### src/rtl/blrt_pkg.sv
// ----------------------------------------------------------------------------
// blrt_pkg
// Shared types and constants of the bytecode line run table.
// ----------------------------------------------------------------------------
package blrt_pkg;

    localparam int CODE_DEPTH = 4096;
    localparam int RUN_DEPTH  = 1024;
    localparam int LINE_BITS  = 24;

    localparam int CODE_AW = $clog2(CODE_DEPTH);
    localparam int CODE_CW = $clog2(CODE_DEPTH + 1);
    localparam int RUN_AW  = $clog2(RUN_DEPTH);
    localparam int RUN_CW  = $clog2(RUN_DEPTH + 1);

    localparam int OFF_W = 12;
    localparam int CMP_W = (CODE_CW > OFF_W) ? CODE_CW : OFF_W;

    localparam logic ACT_APPEND = 1'b0;
    localparam logic ACT_LOOKUP = 1'b1;

    typedef enum logic [2:0] {
        ST_OK        = 3'd0,
        ST_CODE_FULL = 3'd1,
        ST_RUN_FULL  = 3'd2,
        ST_RANGE     = 3'd3,
        ST_EMPTY     = 3'd4
    } t_status;

    typedef logic [LINE_BITS-1:0] t_line;

    typedef struct packed {
        logic        action;
        logic [7:0]  code_byte;
        logic [23:0] line_number;
        logic [11:0] query_offset;
    } t_in;

    typedef struct packed {
        logic [23:0] found_line;
        logic [7:0]  found_byte;
        logic [12:0] stored_count;
        t_status     status;
    } t_out;

    typedef struct packed {
        logic [CODE_AW-1:0] start;
        t_line              line;
    } t_run;

    typedef struct packed {
        logic              start;
        logic [RUN_AW-1:0] last;
    } t_srch_ctl;

    typedef struct packed {
        logic  done;
        t_line line;
    } t_srch_sts;

endpackage

### src/rtl/blrt_search.sv
// ----------------------------------------------------------------------------
// blrt_search
// Binary search sequencer: finds the last run whose start does not exceed
// the query offset, one probe read and one compare per step, then reads
// that run's line.
// ----------------------------------------------------------------------------
module blrt_search (
    input  logic                        i_clk,
    input  logic                        i_rst_n,
    input  blrt_pkg::t_srch_ctl         i_ctl,
    input  logic [blrt_pkg::CODE_AW-1:0] i_query,
    input  blrt_pkg::t_run              i_rd_data,
    output logic [blrt_pkg::RUN_AW-1:0] o_rd_addr,
    output logic                        o_rd_en,
    output blrt_pkg::t_srch_sts         o_sts
);

    import blrt_pkg::*;

    typedef enum logic [3:0] {
        S_IDLE  = 4'b0001,
        S_PROBE = 4'b0010,
        S_CMP   = 4'b0100,
        S_LINE  = 4'b1000
    } t_state;

    t_state              r_state, n_state;
    logic [RUN_AW-1:0]   r_lo, r_hi, r_mid;
    logic [CODE_AW-1:0]  r_query;
    logic [RUN_AW:0]     w_span;
    logic [RUN_AW-1:0]   w_mid;

    assign w_span = {1'b0, r_hi} - {1'b0, r_lo} + (RUN_AW+1)'(1);
    assign w_mid  = r_lo + RUN_AW'(w_span >> 1);

    always_comb begin
        n_state = r_state;
        case (r_state)
            S_IDLE:  if (i_ctl.start) n_state = S_PROBE;
            S_PROBE: n_state = (r_lo < r_hi) ? S_CMP : S_LINE;
            S_CMP:   n_state = S_PROBE;
            S_LINE:  n_state = S_IDLE;
            default: n_state = S_IDLE;
        endcase
    end

    always_ff @(posedge i_clk) begin
        if (!i_rst_n) begin
            r_state <= S_IDLE;
        end else begin
            r_state <= n_state;
        end
    end

    always_ff @(posedge i_clk) begin
        case (r_state)
            S_IDLE: begin
                if (i_ctl.start) begin
                    r_lo    <= '0;
                    r_hi    <= i_ctl.last;
                    r_query <= i_query;
                end
            end
            S_PROBE: begin
                r_mid <= w_mid;
            end
            S_CMP: begin
                if (i_rd_data.start <= r_query) begin
                    r_lo <= r_mid;
                end else begin
                    r_hi <= r_mid - RUN_AW'(1);
                end
            end
            default: ;
        endcase
    end

    assign o_rd_en    = (r_state == S_PROBE);
    assign o_rd_addr  = (r_lo < r_hi) ? w_mid : r_lo;
    assign o_sts.done = (r_state == S_LINE);
    assign o_sts.line = i_rd_data.line;

endmodule

### config.mk
export PLATFORM = sky130hd
export DESIGN_NAME = blrt_search
export DESIGN_NICKNAME = d
export VERILOG_FILES = /design/src/rtl/blrt_pkg.sv /design/src/rtl/blrt_search.sv
export SDC_FILE = /design/constraint.sdc
export NUM_CORES = 1
export LEC_CHECK = 0
export BUFFER_PORTS_ARGS = -buffer_cell sky130_fd_sc_hd__buf_2
export CORE_AREA = 8 8 75 142
export CTS_BUF_LIST = sky130_fd_sc_hd__clkbuf_4
export DETAILED_ROUTE_END_ITERATION = 6
export DIE_AREA = 0 0 83 150
export GPL_TIMING_DRIVEN = 0
export PLACE_DENSITY = 0.72
export REMOVE_ABC_BUFFERS = 1
export SYNTH_ARGS = -nofsm -noshare
export SYNTH_HDL_FRONTEND = slang
export SYNTH_SLANG_ARGS = --single-unit
### constraint.sdc
create_clock -name i_clk -period 4.21 [get_ports i_clk]
set_input_delay 0 -clock i_clk [delete_from_list [all_inputs] [get_ports i_clk]]
set_output_delay 0 -clock i_clk [all_outputs]
set_load 0.02 [all_outputs]
==> out/results.ini, run 1 <==
[clock_tree]
htreeDepth=2
clk_latency_ns=0.37
cts_buffers=5
path_clk_slew_ns=0.14
cts_sinks=46
cts_tree=built
cts_buffer_depth=2
cts_root_buf=clkbuf_4

[timing]
timing.fmax_mhz=250
setup_viol=0
slew_headroom_pct=16.5
fin_skew_ns=0.0111
slew_viol_final=0
period_minus_slack_ns=4.00
worst_slew_pin_slew_ns=1.24
period_share_pct=95.1
fin_setup_tns_ns=0
rsz0062_at_grt=no
hold_violations=0

[synth]
yosys_register_bits=46
synth.avg_cell_area_um2=10.5
yosys_warnings=0
synth_area_um2=3410
ys_types=44
syn_inst=326
ys_seq_area_share_pct=39.4

[grt]
grt_max_degree=20
gr-usage-all-layers_pct=12.4
grt_pass1_vias=2711
overflow=0
antenna_found_initial=1
grt_pass1_wl_um=12200

[worst_setup_path]
critPathMostFrequentCell=a21o_1
critPathMaxStageDelay_ns=0.42
cp-end-kind=primary output
arrival_ns=4.00
reg2reg_setup_slack_ns=0.78
cp_max_fo=3
path_class=flip-flop to primary output
cp.required_ns=4.21
crit_family=compound AO/OA/AOI/OAI gates
r2r-end=r_mid[9]
r2r-start=r_lo[1]
startpoint_type=flip-flop
path_buf_inv=3
critPathSlowestCell=edfxtp_1
path_cells=ha_1 -> inv_1 -> ha_2 -> inv_2 -> fa_2 -> nor2b_1 -> a221o_1 -> a21o_1 -> a21o_1 -> a21o_1 -> a21oi_2 -> xnor2_1 -> ha_1 -> a21oi_2 -> o21ai_1 -> xor2_1 -> mux2_4 -> buf_4
rr_worst_depth=16

[pwr]
fin_total_pwr_mw=1.47
p_leak_nw=1.81
pwr_density_cell_nw_per_um2=369
max-vdd-ir-drop_mv=0.302

[routing]
wl_per_cell_um=16.3
postRouteAntennaNets=0
drt_iter0_drc=47
via_per_inst=5.18
routed_wl_um=7980
vias=2526
dr.pass1.iters=5
drcViolationCount=0

[die]
rows=49
dieArea_um2=12500
die_w_um=83
io_pins=97
die_height_um=150
start_util_pct=38.3
coreArea_um2=8890

[hold_path]
holdPathStages=0
holdPathEnd=o_sts[10]
hold_class=input pin to primary output
min_from=i_rd_data[10]

[final_layout]
area_growth_pct=16.7
finalNonFillerCells=488
drive_gt1_share_pct=21.8
final_nets=496
final_area_um2=3980
final_cell_mix=47 x ha_1, 47 x buf_2, 42 x edfxtp_1

[status]
outcome=completed

[placed_design]
dp.cells=452
io_buffers=48
place_congestion=0.798
dpl_cell_area_um2=3620
dp_hpwl_um=6500

[run]
cap_violations=0

## repair_timing
action	in CTS	in global routing
endpoints found under the hold margin	26	0
endpoints found under the setup margin	2	2
hold buffers	23	0
pin swaps	0	5
resized for setup	0	9
setup buffers	1	3
## metrics by stage
step | util (%) | setup slack, ns | hold slack, ns
floorplan | - | 0.792 | 0
global placement | 40.3 | 0.441 | 0.000313
detailed placement | 40.8 | 0.404 | 0.000313
CTS | 44.1 | 0.0510 | 0.000313
global route | 44.7 | 0.00830 | 0.000156
finish | 44.7 | 0.206 | 0.000209
## cell type report
| type | count | area (um^2) |
|---|---|---|
| clock inverter | 3 | 21.3 |
| antenna | 1 | 2.50 |
| timing repair buffer | 78 | 526 |
| sequential | 46 | 1340 |
| clock buffer | 5 | 37.5 |
| multi-input combinational | 214 | 1780 |
| fill | 777 | 4910 |
| tap | 102 | 128 |
| inverter | 39 | 146 |
## synth_stat cells (all sizes together)
| master | number | area [um^2] |
|---|---|---|
| ha | 49 | 613 |
| edfxtp | 42 | 1260 |
| inv | 39 | 146 |
| buf | 24 | 180 |
| a21oi | 22 | 121 |
| nand2 | 17 | 63.8 |
| nor2 | 15 | 56.3 |
| xnor2 | 15 | 131 |
| o21ai | 12 | 60.1 |
| a21o | 10 | 75.1 |
| xor2 | 10 | 87.6 |
| and2 | 9 | 56.3 |
| mux2 | 9 | 101 |
| dfxtp | 4 | 80.1 |
| nor2b | 4 | 25.0 |
| nor4b | 4 | 35.0 |
| o21a | 4 | 30.0 |
| clkbuf | 3 | 11.3 |
| nand4 | 3 | 18.8 |
| nor4 | 3 | 18.8 |
| o31ai | 3 | 22.5 |
| a211oi | 2 | 15.0 |
| fa | 2 | 40.0 |
| nor3 | 2 | 10.0 |
| nor3b | 2 | 15.0 |
| o21bai | 2 | 15.0 |
| a2111oi | 1 | 10.0 |
| a221o | 1 | 10.0 |
| a31o | 1 | 8.76 |
| a31oi | 1 | 6.26 |
| a41o | 1 | 10.0 |
| mux2i | 1 | 10.0 |
| nand2b | 1 | 6.26 |
| nand3 | 1 | 5.00 |
| nand3b | 1 | 7.51 |
| nand4b | 1 | 8.76 |
| o22ai | 1 | 6.26 |
| o31a | 1 | 8.76 |
| or2 | 1 | 6.26 |
| or3 | 1 | 6.26 |
| or4 | 1 | 7.51 |
## sequential cells by signal, summed over array words and instances, names as in the netlist
signal / count
r_lo: 10
r_hi: 10
r_query: 12
r_state: 4
r_mid: 10
## power breakdown
part	leakage (nW)	internal (mW)	total [mW]	switching [mW]
registers	0.432	0.552	0.568	0.0166
logic	1.35	0.305	0.684	0.379
clock network	0.0312	0.0652	0.215	0.150
total	1.81	0.922	1.47	0.545
## worst reg2reg max path, cell delays in order (launching register included)
cell and delay [ns]:
edfxtp_1 0.42, ha_1 0.29, inv_1 0.05, ha_2 0.19
inv_2 0.06, fa_2 0.20, nor2b_1 0.05, a221o_1 0.34
a21o_1 0.19, a21o_1 0.20, a21o_1 0.19, a21oi_2 0.15
xnor2_1 0.09, ha_1 0.34, a21oi_2 0.14, o21ai_1 0.08
xor2_1 0.18
## worst max-delay path by stage
stage	start	endpoint	depth (start not counted)
6_report	r_lo[1]	o_rd_addr[9]	18
5_1_grt	r_lo[1]	o_rd_addr[9]	18
4_1_cts	r_lo[1]	o_rd_addr[9]	18
3_5_place_dp	r_lo[1]	o_rd_addr[9]	18
3_3_place_gp	r_lo[1]	o_rd_addr[9]	18
2_1_floorplan	r_lo[1]	o_rd_addr[9]	17
## kinds of logic after synthesis
kind of cell,share of synthesized area (%)
compound gates,11.7
fa+ha+maj,19.2
mux,3.27
simple gates,10.2
flops,39.4
xor+xnor,6.42
buf+inv,9.91
## per-layer routing
| metal | GRT usage [%] | part of all wire [%] |
|---|---|---|
| met2 | 23.2 | 54 |
| met3 | 5.01 | 7.7 |
| met1 | 9.70 | 33 |
| met5 | 0 | 0 |
| met4 | 9.65 | 5.2 |
Note: power is estimated with default switching activity, not from simulation.
==> run 2, diff against run 1 <==
--- a/config.mk
+++ b/config.mk
@@ -7,7 +7,7 @@
 export LEC_CHECK = 0
 export BUFFER_PORTS_ARGS = -buffer_cell sky130_fd_sc_hd__buf_2
 export CORE_AREA = 8 8 75 142
-export CTS_BUF_LIST = sky130_fd_sc_hd__clkbuf_4
+export CTS_BUF_LIST = sky130_fd_sc_hd__clkbuf_8
 export DETAILED_ROUTE_END_ITERATION = 6
 export DIE_AREA = 0 0 83 150
 export GPL_TIMING_DRIVEN = 0
==> constraint.sdc (replaced) <==
create_clock -name i_clk -period 4.21 [get_ports i_clk]
set_input_delay 0 -clock i_clk [delete_from_list [all_inputs] [get_ports i_clk]]
set_output_delay 0 -clock i_clk [all_outputs]
set_load 0.005 [all_outputs]
==> run 2 against run 1 <==
Worst hold slack about the same. Critical endpoint is now o_rd_addr[8]. Clock power up 27%. Register-to-register slack worse by 0.11 ns. Flip-flop and latch count unchanged. Critical path type unchanged. Via count down 2.4%.
==> out/results.ini, run 2 (synthesis results as in run 1) <==
[clock_tree]
cts_sinks=46
htreeDepth=2
cts_buffers=5
cts_buffer_depth=2
cts_root_buf=clkbuf_8
cts_tree=built
path_clk_slew_ns=0.09
clk_latency_ns=0.30

[grt]
top_usage_layer=met2
gr-usage-all-layers_pct=12.1
antenna_found_initial=0
met3_usage_pct=5.01
grt_pass1_wl_um=12000
use_met2_pct=22.9
overflow=0
grt_util_met1_pct=9.70
grt_pass1_vias=2663
grt_max_degree=20

[die]
die_height_um=150
die_w_um=83
rows=49
start_util_pct=38.3
io_pins=97
dieArea_um2=12500
coreArea_um2=8890

[hold_path]
holdPathEnd=o_sts[13]
min_from=i_rd_data[13]
holdPathStages=0
hold_class=input pin to primary output

[timing]
timing.fmax_mhz=251
fin_skew_ns=0.00627
rsz0062_at_grt=no
setup_viol=0
fin_setup_tns_ns=0
period_share_pct=94.8
slew_headroom_pct=20.4
slew_viol_final=0
period_minus_slack_ns=3.99
hold_ws_ns=0.0000782
hold_violations=0
worst_slew_pin_slew_ns=1.19

[worst_setup_path]
r2r-end=r_mid[8]
crit_family=adder cells
critPathMaxStageDelay_ns=0.46
path_cells=ha_1 -> inv_1 -> ha_1 -> inv_1 -> fa_2 -> nor2b_1 -> a221o_1 -> a21o_1 -> a21o_1 -> xor2_1 -> ha_1 -> or2_2 -> a21oi_1 -> a21oi_1 -> xor2_1 -> mux2_2 -> buf_2
cp.required_ns=4.21
path_buf_inv=3
critPathMostFrequentCell=ha_1
arrival_ns=3.99
r2r-start=r_lo[1]
startpoint_type=flip-flop
rr_worst_depth=15
reg2reg_setup_slack_ns=0.67
cp-end-kind=primary output
critPathSlowestCell=edfxtp_1
path_class=flip-flop to primary output
cp_max_fo=5

[pwr]
pwr_density_cell_nw_per_um2=364
max-vdd-ir-drop_mv=0.307
p_leak_nw=1.80

[routing]
via_per_inst=5.12
drcViolationCount=0
postRouteAntennaNets=0
dr.pass1.iters=4
drt_iter0_drc=62
vias=2466
wl_per_cell_um=16.2
routed_wl_um=7800

[placed_design]
place_congestion=0.798
io_buffers=48
dp_hpwl_um=6500

[run]
cap_violations=0

[final_layout]
final_cell_mix=49 x ha_1, 48 x buf_2, 42 x edfxtp_1
fillers=786
largest_register=r_query
largest_reg_flops=12
drive_gt1_share_pct=20.5
antennaDiodeCount=0
area_growth_pct=15.4
final_nets=491
layout_commonest_cell=ha_1

[status]
outcome=completed

==> run 2: cell types whose count changed in the layout (fill, tap and decap cells not counted), sizes merged <==
cell         change
buf              -1
diode            -1
dlygate4sd3      -4
==> run 2: report_power, final <==
part	switching, mW	total [mW]	internal (mW)
clock network	0.157	0.274	0.117
registers	0.0170	0.569	0.552
logic	0.305	0.591	0.286
total	0.479	1.43	0.955
==> run 2: repair_timing <==
item / CTS / global route
hold buffers: 19 / 0
setup buffers: 0 / 3
setup endpoints to repair: 0 / 2
resized for setup: 0 / 3
hold endpoints to repair: 22 / 0
==> run 2: how the worst max path moves through the flow <==
stage | end | slack [ns] | startpoint | depth (start not counted)
6_report | o_rd_addr[8] | 0.22 | r_lo[1] | 17
3_3_place_gp | o_rd_addr[9] | 0.47 | r_lo[1] | 18
4_1_cts | o_rd_addr[9] | 0.07 | r_lo[1] | 18
3_5_place_dp | o_rd_addr[9] | 0.44 | r_lo[1] | 18
5_1_grt | o_rd_addr[9] | 0.004 | r_lo[1] | 18
2_1_floorplan | o_rd_addr[9] | 0.87 | r_lo[1] | 17
==> run 2: per-stage QoR <==
step / std cells / setup slack [ns] / utilization, % / instance area (um^2) / total power [mW]
2_1_floorplan: 299 / 0.870 / - / 3220 / 0.967
3_3_place_gp: 449 / 0.473 / 40.3 / 3580 / 1.14
3_5_place_dp: 452 / 0.435 / 40.8 / 3620 / 1.15
4_1_cts: 479 / 0.0654 / 43.9 / 3910 / 1.44
5_1_grt: 482 / 0.00359 / 44.3 / 3930 / 1.52
6_report: 482 / 0.219 / 44.3 / 3930 / 1.43
==> run 2: layer usage <==
metal | share of wire (%) | wire length, um
met1 | 34 | 2640
met2 | 54 | 4220
met3 | 7.3 | 571
met4 | 4.7 | 363
met5 | 0 | 0
==> run 2: layout make-up <==
cell class              instances  area [um^2]  area share (%)
multi-input cells             214         1750            44.6
repair buffers                 73          475            12.1
well taps                     102          128            3.24
clock buffers                   5         68.8            1.75
clock inverters                 3         21.3           0.541
flip-flops and latches         46         1340            34.1
inverters                      39          146            3.72
